==> src/hw/rtl/lirs_pkg.sv <==
package lirs_pkg;

   localparam int PHASE_BITS_DEFAULT   = 16;
   localparam int MAX_UPSAMPLE_DEFAULT = 16;

   localparam int SAMPLE_W = 32;
   localparam int STEP_W   = 24;
   localparam int GAIN_W   = 16;
   localparam int FMT_W    = 3;
   localparam int CSR_IDX_W = 2;

   localparam logic [STEP_W-1:0] STEP_RESET = 24'd65536;
   localparam logic [STEP_W-1:0] STEP_UNITY = 24'd65536;
   localparam logic [GAIN_W-1:0] GAIN_RESET = 16'd16384;

   typedef enum logic [CSR_IDX_W-1:0] {
      REG_STEP_RATIO  = 2'd0,
      REG_GAIN_FACTOR = 2'd1,
      REG_IN_FORMAT   = 2'd2,
      REG_OUT_FORMAT  = 2'd3
   } csr_index_type;

   typedef enum logic [FMT_W-1:0] {
      FMT_Q31   = 3'd0,
      FMT_INT32 = 3'd1,
      FMT_INT16 = 3'd2,
      FMT_INT8  = 3'd3,
      FMT_UINT8 = 3'd4
   } fmt_type;

   localparam logic [FMT_W-1:0] FMT_RESET = FMT_Q31;

   typedef enum logic [2:0] {
      ST_IDLE,
      ST_CHECK,
      ST_MULT,
      ST_INTERP,
      ST_GAIN,
      ST_CONV,
      ST_OUT
   } state_type;

   typedef struct packed {
      logic load_cur;
      logic mult;
      logic interp;
      logic gain;
      logic conv;
      logic finish;
   } cmd_type;

   typedef struct packed {
      logic unity;
      logic phase_ge_one;
      logic last;
   } status_type;

endpackage

==> src/hw/rtl/lirs_ctrl.sv <==
module lirs_ctrl (
   input  logic                   clock,
   input  logic                   reset,
   input  logic                   req_valid,
   output logic                   req_stall,
   output logic                   rsp_valid,
   input  logic                   rsp_stall,
   input  lirs_pkg::status_type   status,
   output lirs_pkg::cmd_type      cmd
);

   lirs_pkg::state_type state_ff;
   lirs_pkg::state_type state_in;

   always_ff @(posedge clock) begin
      if (reset) begin
         state_ff <= lirs_pkg::ST_IDLE;
      end else begin
         state_ff <= state_in;
      end
   end

   // next state
   always_comb begin
      state_in = state_ff;
      case (state_ff)
         lirs_pkg::ST_IDLE: begin
            if (req_valid) begin
               state_in = lirs_pkg::ST_CHECK;
            end
         end
         lirs_pkg::ST_CHECK: begin
            if (status.unity) begin
               state_in = lirs_pkg::ST_INTERP;
            end else if (status.phase_ge_one) begin
               state_in = lirs_pkg::ST_IDLE;
            end else begin
               state_in = lirs_pkg::ST_MULT;
            end
         end
         lirs_pkg::ST_MULT:   state_in = lirs_pkg::ST_INTERP;
         lirs_pkg::ST_INTERP: state_in = lirs_pkg::ST_GAIN;
         lirs_pkg::ST_GAIN:   state_in = lirs_pkg::ST_CONV;
         lirs_pkg::ST_CONV:   state_in = lirs_pkg::ST_OUT;
         lirs_pkg::ST_OUT: begin
            if (!rsp_stall) begin
               state_in = status.last ? lirs_pkg::ST_IDLE : lirs_pkg::ST_MULT;
            end
         end
         default: state_in = lirs_pkg::ST_IDLE;
      endcase
   end

   // outputs
   always_comb begin
      cmd       = '0;
      req_stall = 1'b1;
      rsp_valid = 1'b0;
      case (state_ff)
         lirs_pkg::ST_IDLE: begin
            req_stall    = 1'b0;
            cmd.load_cur = req_valid;
         end
         lirs_pkg::ST_CHECK: begin
            cmd.finish = !status.unity && status.phase_ge_one;
         end
         lirs_pkg::ST_MULT:   cmd.mult   = 1'b1;
         lirs_pkg::ST_INTERP: cmd.interp = 1'b1;
         lirs_pkg::ST_GAIN:   cmd.gain   = 1'b1;
         lirs_pkg::ST_CONV:   cmd.conv   = 1'b1;
         lirs_pkg::ST_OUT: begin
            rsp_valid  = 1'b1;
            cmd.finish = !rsp_stall && status.last && !status.unity;
         end
         default: begin
            cmd = '0;
         end
      endcase
   end

endmodule

==> src/hw/rtl/lirs_dp.sv <==
module lirs_dp #(
   parameter int PHASE_BITS   = lirs_pkg::PHASE_BITS_DEFAULT,
   parameter int MAX_UPSAMPLE = lirs_pkg::MAX_UPSAMPLE_DEFAULT
) (
   input  logic                                 clock,
   input  logic                                 reset,
   input  logic                                 csr_wr_en,
   input  logic [lirs_pkg::CSR_IDX_W-1:0]       csr_index,
   input  logic [lirs_pkg::STEP_W-1:0]          csr_wr_data,
   input  logic signed [lirs_pkg::SAMPLE_W-1:0] req_sample_in,
   input  lirs_pkg::cmd_type                    cmd,
   output lirs_pkg::status_type                 status,
   output logic signed [lirs_pkg::SAMPLE_W-1:0] rsp_sample_out,
   output logic                                 rsp_last_of_run
);

   localparam int SW  = PHASE_BITS + 8;
   localparam int PW  = PHASE_BITS + 9;
   localparam int CW  = $clog2(MAX_UPSAMPLE + 1);
   localparam int PRW = PHASE_BITS + 34;
   localparam int MIN_STEP_I = ((1 << PHASE_BITS) + MAX_UPSAMPLE - 1) / MAX_UPSAMPLE;
   localparam logic [PW-1:0] PH_ONE   = {{(PW-1){1'b0}}, 1'b1} << PHASE_BITS;
   localparam logic [SW-1:0] MIN_STEP = SW'(MIN_STEP_I);
   localparam logic [CW-1:0] CNT_MAX  = CW'(MAX_UPSAMPLE);

   // configuration
   logic [lirs_pkg::STEP_W-1:0] step_ratio_ff;
   logic [lirs_pkg::GAIN_W-1:0] gain_ff;
   logic [lirs_pkg::FMT_W-1:0]  in_fmt_ff;
   logic [lirs_pkg::FMT_W-1:0]  out_fmt_ff;

   always_ff @(posedge clock) begin
      if (reset) begin
         step_ratio_ff <= lirs_pkg::STEP_RESET;
         gain_ff       <= lirs_pkg::GAIN_RESET;
         in_fmt_ff     <= lirs_pkg::FMT_RESET;
         out_fmt_ff    <= lirs_pkg::FMT_RESET;
      end else if (csr_wr_en) begin
         case (lirs_pkg::csr_index_type'(csr_index))
            lirs_pkg::REG_STEP_RATIO:  step_ratio_ff <= csr_wr_data;
            lirs_pkg::REG_GAIN_FACTOR: gain_ff <= csr_wr_data[lirs_pkg::GAIN_W-1:0];
            lirs_pkg::REG_IN_FORMAT:   in_fmt_ff <= csr_wr_data[lirs_pkg::FMT_W-1:0];
            lirs_pkg::REG_OUT_FORMAT:  out_fmt_ff <= csr_wr_data[lirs_pkg::FMT_W-1:0];
            default: begin
            end
         endcase
      end
   end

   // step rescaled to PHASE_BITS fraction bits, raised to the minimum
   logic [PHASE_BITS+23:0] step_wide;
   logic [SW-1:0]          step_scaled;
   logic [SW-1:0]          step_eff;
   logic                   is_unity;

   assign step_wide   = {{PHASE_BITS{1'b0}}, step_ratio_ff} << PHASE_BITS;
   assign step_scaled = step_wide[PHASE_BITS+23:16];
   assign step_eff    = (step_scaled < MIN_STEP) ? MIN_STEP : step_scaled;
   assign is_unity    = (step_ratio_ff == lirs_pkg::STEP_UNITY);

   // input normalisation to Q1.31
   logic signed [31:0] norm_in;

   always_comb begin
      case (lirs_pkg::fmt_type'(in_fmt_ff))
         lirs_pkg::FMT_INT16: norm_in = {req_sample_in[15:0], 16'b0};
         lirs_pkg::FMT_INT8:  norm_in = {req_sample_in[7:0], 24'b0};
         lirs_pkg::FMT_UINT8: norm_in = {~req_sample_in[7], req_sample_in[6:0], 24'b0};
         default:             norm_in = req_sample_in;
      endcase
   end

   // state and working registers
   logic signed [31:0]     cur_ff;
   logic signed [31:0]     prev_ff;
   logic [PW-1:0]          phase_ff;
   logic [CW-1:0]          cnt_ff;
   logic signed [PRW-1:0]  prod_ff;
   logic signed [31:0]     interp_ff;
   logic signed [48:0]     gprod_ff;
   logic signed [31:0]     out_ff;
   logic                   last_ff;

   logic signed [32:0]     diff;
   logic signed [PHASE_BITS:0] phase_mul;
   logic signed [32:0]     interp_sum;
   logic [PW-1:0]          phase_sum;
   logic [CW-1:0]          cnt_inc;
   logic                   phase_ge_one;

   assign diff       = {cur_ff[31], cur_ff} - {prev_ff[31], prev_ff};
   assign phase_mul  = $signed({1'b0, phase_ff[PHASE_BITS-1:0]});
   assign interp_sum = {prev_ff[31], prev_ff} + $signed(prod_ff[PHASE_BITS+32:PHASE_BITS]);
   assign phase_sum  = phase_ff + {1'b0, step_eff};
   assign cnt_inc    = cnt_ff + CW'(1);
   assign phase_ge_one = (phase_ff >= PH_ONE);

   // output conversion: round, scale down and clamp
   logic signed [49:0] rounded;
   logic signed [35:0] scaled;
   logic signed [19:0] t16;
   logic signed [11:0] t8;
   logic signed [12:0] u8;
   logic signed [31:0] conv_out;

   assign rounded = {gprod_ff[48], gprod_ff} + 50'sd8192;
   assign scaled  = $signed(rounded[49:14]);
   assign t16     = $signed(scaled[35:16]);
   assign t8      = $signed(scaled[35:24]);
   assign u8      = {t8[11], t8} + 13'sd128;

   always_comb begin
      case (lirs_pkg::fmt_type'(out_fmt_ff))
         lirs_pkg::FMT_INT16: begin
            if (t16 > 20'sd32767) begin
               conv_out = 32'sd32767;
            end else if (t16 < -20'sd32768) begin
               conv_out = -32'sd32768;
            end else begin
               conv_out = {{12{t16[19]}}, t16};
            end
         end
         lirs_pkg::FMT_INT8: begin
            if (t8 > 12'sd127) begin
               conv_out = 32'sd127;
            end else if (t8 < -12'sd128) begin
               conv_out = -32'sd128;
            end else begin
               conv_out = {{20{t8[11]}}, t8};
            end
         end
         lirs_pkg::FMT_UINT8: begin
            if (u8 > 13'sd255) begin
               conv_out = 32'sd255;
            end else if (u8 < 13'sd0) begin
               conv_out = 32'sd0;
            end else begin
               conv_out = {24'b0, u8[7:0]};
            end
         end
         default: begin
            if (scaled > 36'sd2147483647) begin
               conv_out = 32'sh7FFFFFFF;
            end else if (scaled < -36'sd2147483648) begin
               conv_out = 32'sh80000000;
            end else begin
               conv_out = scaled[31:0];
            end
         end
      endcase
   end

   // control-visible state
   always_ff @(posedge clock) begin
      if (reset) begin
         prev_ff  <= '0;
         phase_ff <= '0;
         cnt_ff   <= '0;
         last_ff  <= 1'b0;
      end else begin
         if (cmd.load_cur) begin
            cnt_ff <= '0;
         end
         if (cmd.conv) begin
            last_ff <= is_unity || (phase_sum >= PH_ONE) || (cnt_inc == CNT_MAX);
            if (!is_unity) begin
               phase_ff <= phase_sum;
               cnt_ff   <= cnt_inc;
            end
         end
         if (cmd.finish) begin
            prev_ff  <= cur_ff;
            phase_ff <= phase_ge_one ? (phase_ff - PH_ONE) : phase_ff;
         end
      end
   end

   // payload
   always_ff @(posedge clock) begin
      if (cmd.load_cur) begin
         cur_ff <= norm_in;
      end
      if (cmd.mult) begin
         prod_ff <= PRW'(diff) * PRW'(phase_mul);
      end
      if (cmd.interp) begin
         interp_ff <= is_unity ? cur_ff : interp_sum[31:0];
      end
      if (cmd.gain) begin
         gprod_ff <= interp_ff * $signed({1'b0, gain_ff});
      end
      if (cmd.conv) begin
         out_ff <= conv_out;
      end
   end

   assign status.unity        = is_unity;
   assign status.phase_ge_one = phase_ge_one;
   assign status.last         = last_ff;

   assign rsp_sample_out  = out_ff;
   assign rsp_last_of_run = last_ff;

endmodule

==> src/hw/rtl/linear_interp_resampler_core.sv <==
// Sequence: accept, a decision step, then per result the interpolation multiply,
// add, gain multiply, round and clamp, and an output beat that holds while the
// output side stalls. A skipped input goes from the decision back to idle; a
// unity-step input goes from the decision straight to the add. Reset (synchronous)
// restores the register defaults, a zero previous sample and a zero phase.
module linear_interp_resampler_core #(
   parameter int PHASE_BITS   = lirs_pkg::PHASE_BITS_DEFAULT,
   parameter int MAX_UPSAMPLE = lirs_pkg::MAX_UPSAMPLE_DEFAULT
) (
   input  logic                                 clock,
   input  logic                                 reset,
   // input channel: one sample per beat
   input  logic                                 req_valid,
   output logic                                 req_stall,
   input  logic signed [lirs_pkg::SAMPLE_W-1:0] req_sample_in,
   // result channel: up to MAX_UPSAMPLE beats per input
   output logic                                 rsp_valid,
   input  logic                                 rsp_stall,
   output logic signed [lirs_pkg::SAMPLE_W-1:0] rsp_sample_out,
   output logic                                 rsp_last_of_run,
   // register writes, which the user must make only while idle; the block does not enforce this
   input  logic                                 csr_wr_en,
   input  logic [lirs_pkg::CSR_IDX_W-1:0]       csr_index,
   input  logic [lirs_pkg::STEP_W-1:0]          csr_wr_data
);

   lirs_pkg::cmd_type    cmd;
   lirs_pkg::status_type status;

   // Sequencer: hold the input side stalled from acceptance until the last
   // result beat of that sample has left, and drop skipped samples straight
   // into the previous-sample register.
   lirs_ctrl u_ctrl (
      .clock     (clock),
      .reset     (reset),
      .req_valid (req_valid),
      .req_stall (req_stall),
      .rsp_valid (rsp_valid),
      .rsp_stall (rsp_stall),
      .status    (status),
      .cmd       (cmd)
   );

   // Datapath: normalise the sample, interpolate between the previous and
   // current sample at the running phase, apply the gain, convert and clamp.
   // Advance the phase by the step after each result, except at unity step.
   lirs_dp #(
      .PHASE_BITS   (PHASE_BITS),
      .MAX_UPSAMPLE (MAX_UPSAMPLE)
   ) u_dp (
      .clock           (clock),
      .reset           (reset),
      .csr_wr_en       (csr_wr_en),
      .csr_index       (csr_index),
      .csr_wr_data     (csr_wr_data),
      .req_sample_in   (req_sample_in),
      .cmd             (cmd),
      .status          (status),
      .rsp_sample_out  (rsp_sample_out),
      .rsp_last_of_run (rsp_last_of_run)
   );

endmodule
==> config.mk <==
export PLATFORM = sky130hd
export DESIGN_NAME = linear_interp_resampler_core
export DESIGN_NICKNAME = d
export VERILOG_FILES = /design/src/hw/rtl/lirs_pkg.sv /design/src/hw/rtl/lirs_ctrl.sv /design/src/hw/rtl/lirs_dp.sv /design/src/hw/rtl/linear_interp_resampler_core.sv
export SDC_FILE = /design/constraint.sdc
export NUM_CORES = 2
export LEC_CHECK = 0
export BUFFER_PORTS_ARGS = -buffer_cell sky130_fd_sc_hd__buf_2
export CAP_MARGIN = 15
export CORE_MARGIN = 2
export CORE_UTILIZATION = 35
export DETAILED_ROUTE_END_ITERATION = 10
export GPL_TIMING_DRIVEN = 0
export PLACE_DENSITY = 0.56
export REMOVE_ABC_BUFFERS = 1
export SETUP_SLACK_MARGIN = 0.5
export SLEW_MARGIN = 5
export SYNTH_ARGS = -nofsm -noshare
export SYNTH_HDL_FRONTEND = slang
export SYNTH_HIERARCHICAL = 1
export SYNTH_SLANG_ARGS = --single-unit
==> constraint.sdc <==
create_clock -name clock -period 15.3 [get_ports clock]
set_input_delay 3.06 -clock clock [delete_from_list [all_inputs] [get_ports clock]]
set_output_delay 3.06 -clock clock [all_outputs]
set_load 0.01 [all_outputs]
==> out/metrics.yaml <==
worst_setup_path:
  startpoint_type: "register"
  cp.required_ns: 15.64
  cp_top_family: "compound AO/OA/AOI/OAI gates"
  crit_path_frequent_cell: "fa_1"
  critPathBufInv: 3
  r2r_slack_ns: 4.56
  crit_fanout: 32
  crit_slowest_cell: "a21oi_2"
  slowest_delay_ns: 0.82
  worst-setup-path-type: "register to register"
  worst-endpoint-arrival_ns: 11.08
  worstSetupEndpointType: "register"
timing:
  slew_headroom_pct: 22.7
  fmax_ghz: 0.0931
  worstMarginPinSlew_ns: 1.16
  setup_viol: 0
  post-route-min-period_ns: 10.74
  rsz0062_at_grt: "false"
  finalCritPeriodShare_pct: 70.2
  hold_violations: 0
  setup_tns_ns: 0
  fin_worst_skew_ns: 0.0285
  maxSlewViolCount: 0
clocking:
  cts_tree: "yes"
  clk_pin_slew_ns: 0.06
  cts_hold_buf: 0
  cts_buffers: 36
  clkSinkCount: 276
  h-tree-depth: 2
  cts_buffer_depth: 3
  cts_root_buffer: "clkbuf_16"
  clock_latency_ns: 0.61
  cts_setup_buffers: 0
  cts_resized: 0
flow_run:
  cap_violations: 0
cells_and_area:
  filler_cell_count: 14700
  final_util_pct: 38.2
  drive_above_1_share_pct: 5.60
  stdcell_count: 7616
  area_delta_synth_final_pct: 8.14
  nets: 7028
routing:
  detail_route.wl_per_cell_um: 18.6
  vias: 38100
  top_layer: "met5"
  ant_nets: 0
  first_pass_iters: 5
  met1_length_um: 64300
  route.met2.wl_um: 66500
  drtIter0Drc: 2040
  remaining_drc_errors: 0
  wl_met3_um: 8660
  routed_via_density: 5.00
  finalWirelength_um: 142000
run_status:
  outcome: "finished, final reports clean"
yosys:
  ys_ff_latch: 276
  synthDistinctLibCells: 83
  synth.top_cell.area_share_pct: 37.8
  ys_seq_area_share_pct: 13.9
  synth-edff-count: 164
  yosys-top-cells-count: "1,166 x inv_1, 973 x fa_1, 802 x nand2_1, 443 x and2_1, 322 x ha_1"
  synth_warnings: 6
  post_synth.cell_area_avg_um2: 8.95
  yosysTopAreaCell: "fa_1"
  dominantRegCellSynth: "edfxtp_1"
  synth_area_um2: 51500
  postSynthCellCount: 5757
  yosysMostFrequentCell: "inv_1"
  synth.area.top_cells: "fa_1 38%, edfxtp_1 9.6%, inv_1 8.5%"
  synthArstFlopShare_pct: 0
placed_design:
  io_buffers: 97
  dp.cells: 7546
  gp_congestion: 0.874
  hpwl_um: 111000
floorplanning:
  core-area_um2: 146000
  pin_count: 98
  num_rows: 140
  die_x_um: 388
  start_util_pct: 35.3
  die-area_um2: 150000
  die_h_um: 388
power_and_ir_drop:
  leakage_nw: 25.7
  p_total_mw: 3.02
  peakVddDrop_mv: 0.0775
  power_per_cell_area_nw_per_um2: 54.1
global_route:
  grt_pass1_vias: 40400
  antenna_found_initial: 5
  grt_max_degree: 70
  grt_pass1_wl_um: 227000
  grt_overflow_total: 0
  grtUsageTotal_pct: 19.1
hold_path:
  hold_path.class: "register to register"
[metal layers]
layer,global-route usage (%),vias to the layer above
li1,-,17600
met1,26.1,19300
met2,31.8,998
met3,3.02,169
met4,4.08,6
met5,0,-
[path summary, 6_finish.rpt]
check	from	to	cells past startpoint
max	u_dp/cur_ff[1]	u_dp/prod_ff[47]	31
min	u_dp/gain_ff[10]	u_dp/gain_ff[10]	2
max reg2reg	u_dp/cur_ff[1]	u_dp/prod_ff[47]	31
min reg2reg	u_dp/gain_ff[10]	u_dp/gain_ff[10]	2
[registers in the layout (all words and copies together), names as in the netlist]
register	cells
u_dp/prod_ff	32
u_dp/gain_ff	16
u_dp/step_ratio_ff	24
u_dp/gprod_ff	36
u_dp/out_fmt_ff	3
u_ctrl/state_ff	3
u_dp/rsp_sample_out	32
u_dp/phase_ff	25
u_dp/cur_ff	32
u_dp/prev_ff	32
u_dp/cnt_ff	5
u_dp/rsp_last_of_run	1
u_dp/in_fmt_ff	3
u_dp/interp_ff	32
[layout make-up]
| cell class | count | area (um2) | share of cell area [%] |
|---|---|---|---|
| antenna | 2 | 5.00 | 0.00898 |
| clock buffer | 42 | 933 | 1.67 |
| clock inverter | 23 | 268 | 0.480 |
| inverter | 1168 | 4380 | 7.86 |
| multi-input combinational | 4033 | 39100 | 70.2 |
| sequential | 276 | 7210 | 12.9 |
| tap | 1917 | 2400 | 4.30 |
| timing repair buffer | 155 | 1400 | 2.52 |
[metrics by stage]
step                setup WS (ns)  hold WS (ns)  cell area [um2]
finish                       4.56         0.475            55700
global route                 4.03         0.490            55700
CTS                          4.54         0.478            55700
detailed placement           4.56         0.464            54500
global placement             4.13         0.460            53400
floorplan                    6.68         0.438            50500
[kinds of logic (layout without fill, tap and decap cells)]
family	after synthesis	in the layout	synth area share, %
buffers and inverters	1448	1388	10.6
AOI/OAI and AO/OA	652	652	8.32
DFF	276	276	13.9
other	0	2	0
xor gates and xnor gates	191	191	3.25
muxes	51	51	1.00
and+or+nand+nor	1840	1840	17.3
adders and majority gates	1299	1299	45.7
[report_power, final]
group	leakage (nW)	switching (mW)	internal, mW
Combinational	22.7	0.771	0.461
Sequential	2.43	0.0715	0.860
Clock	0.582	0.357	0.496
[worst reg2reg max path, delay by kind of cell, from the launching register on]
family / cells / cell delay (ns)
AO/OA/AOI/OAI: 15 / 5.45
adder cells (fa/ha/maj): 8 / 3.74
AND/OR/NAND/NOR: 4 / 0.48
flip-flops: 1 / 0.47
XOR/XNOR: 1 / 0.16
buffers and inverters: 3 / 0.15
[layout by cell type, fill, tap and decap left out, types with 15 or more instances in the layout]
master     synthesis  routed
o21bai_1          19      19
edfxtp_1         164     164
xnor2_2            0      15
nand2_1          802     802
a22o_1            26      26
buf_12             0      18
buf_8              0      19
ha_1             322     322
nor2b_1           82      82
xor2_1            67      60
nor3_1            42      41
a21o_1            49      49
fa_1             973     973
and2_1           443     443
nor4_1            29      29
nor2_1           221     216
dfxtp_1          112      81
o211ai_1          24      24
xnor2_1          124     109
a31oi_1           19      19
dfxtp_2            0      31
inv_1           1166    1166
a211oi_1          17      17
mux2i_1           45      45
o21a_1            36      36
nand2b_1          26      26
buf_2              8      96
nand3_1           76      76
clkbuf_16          0      36
o21ai_0          113     112
a21oi_1          210     209
and3_1            36      36
No activity file was read; power rests on OpenSTA's default activity.
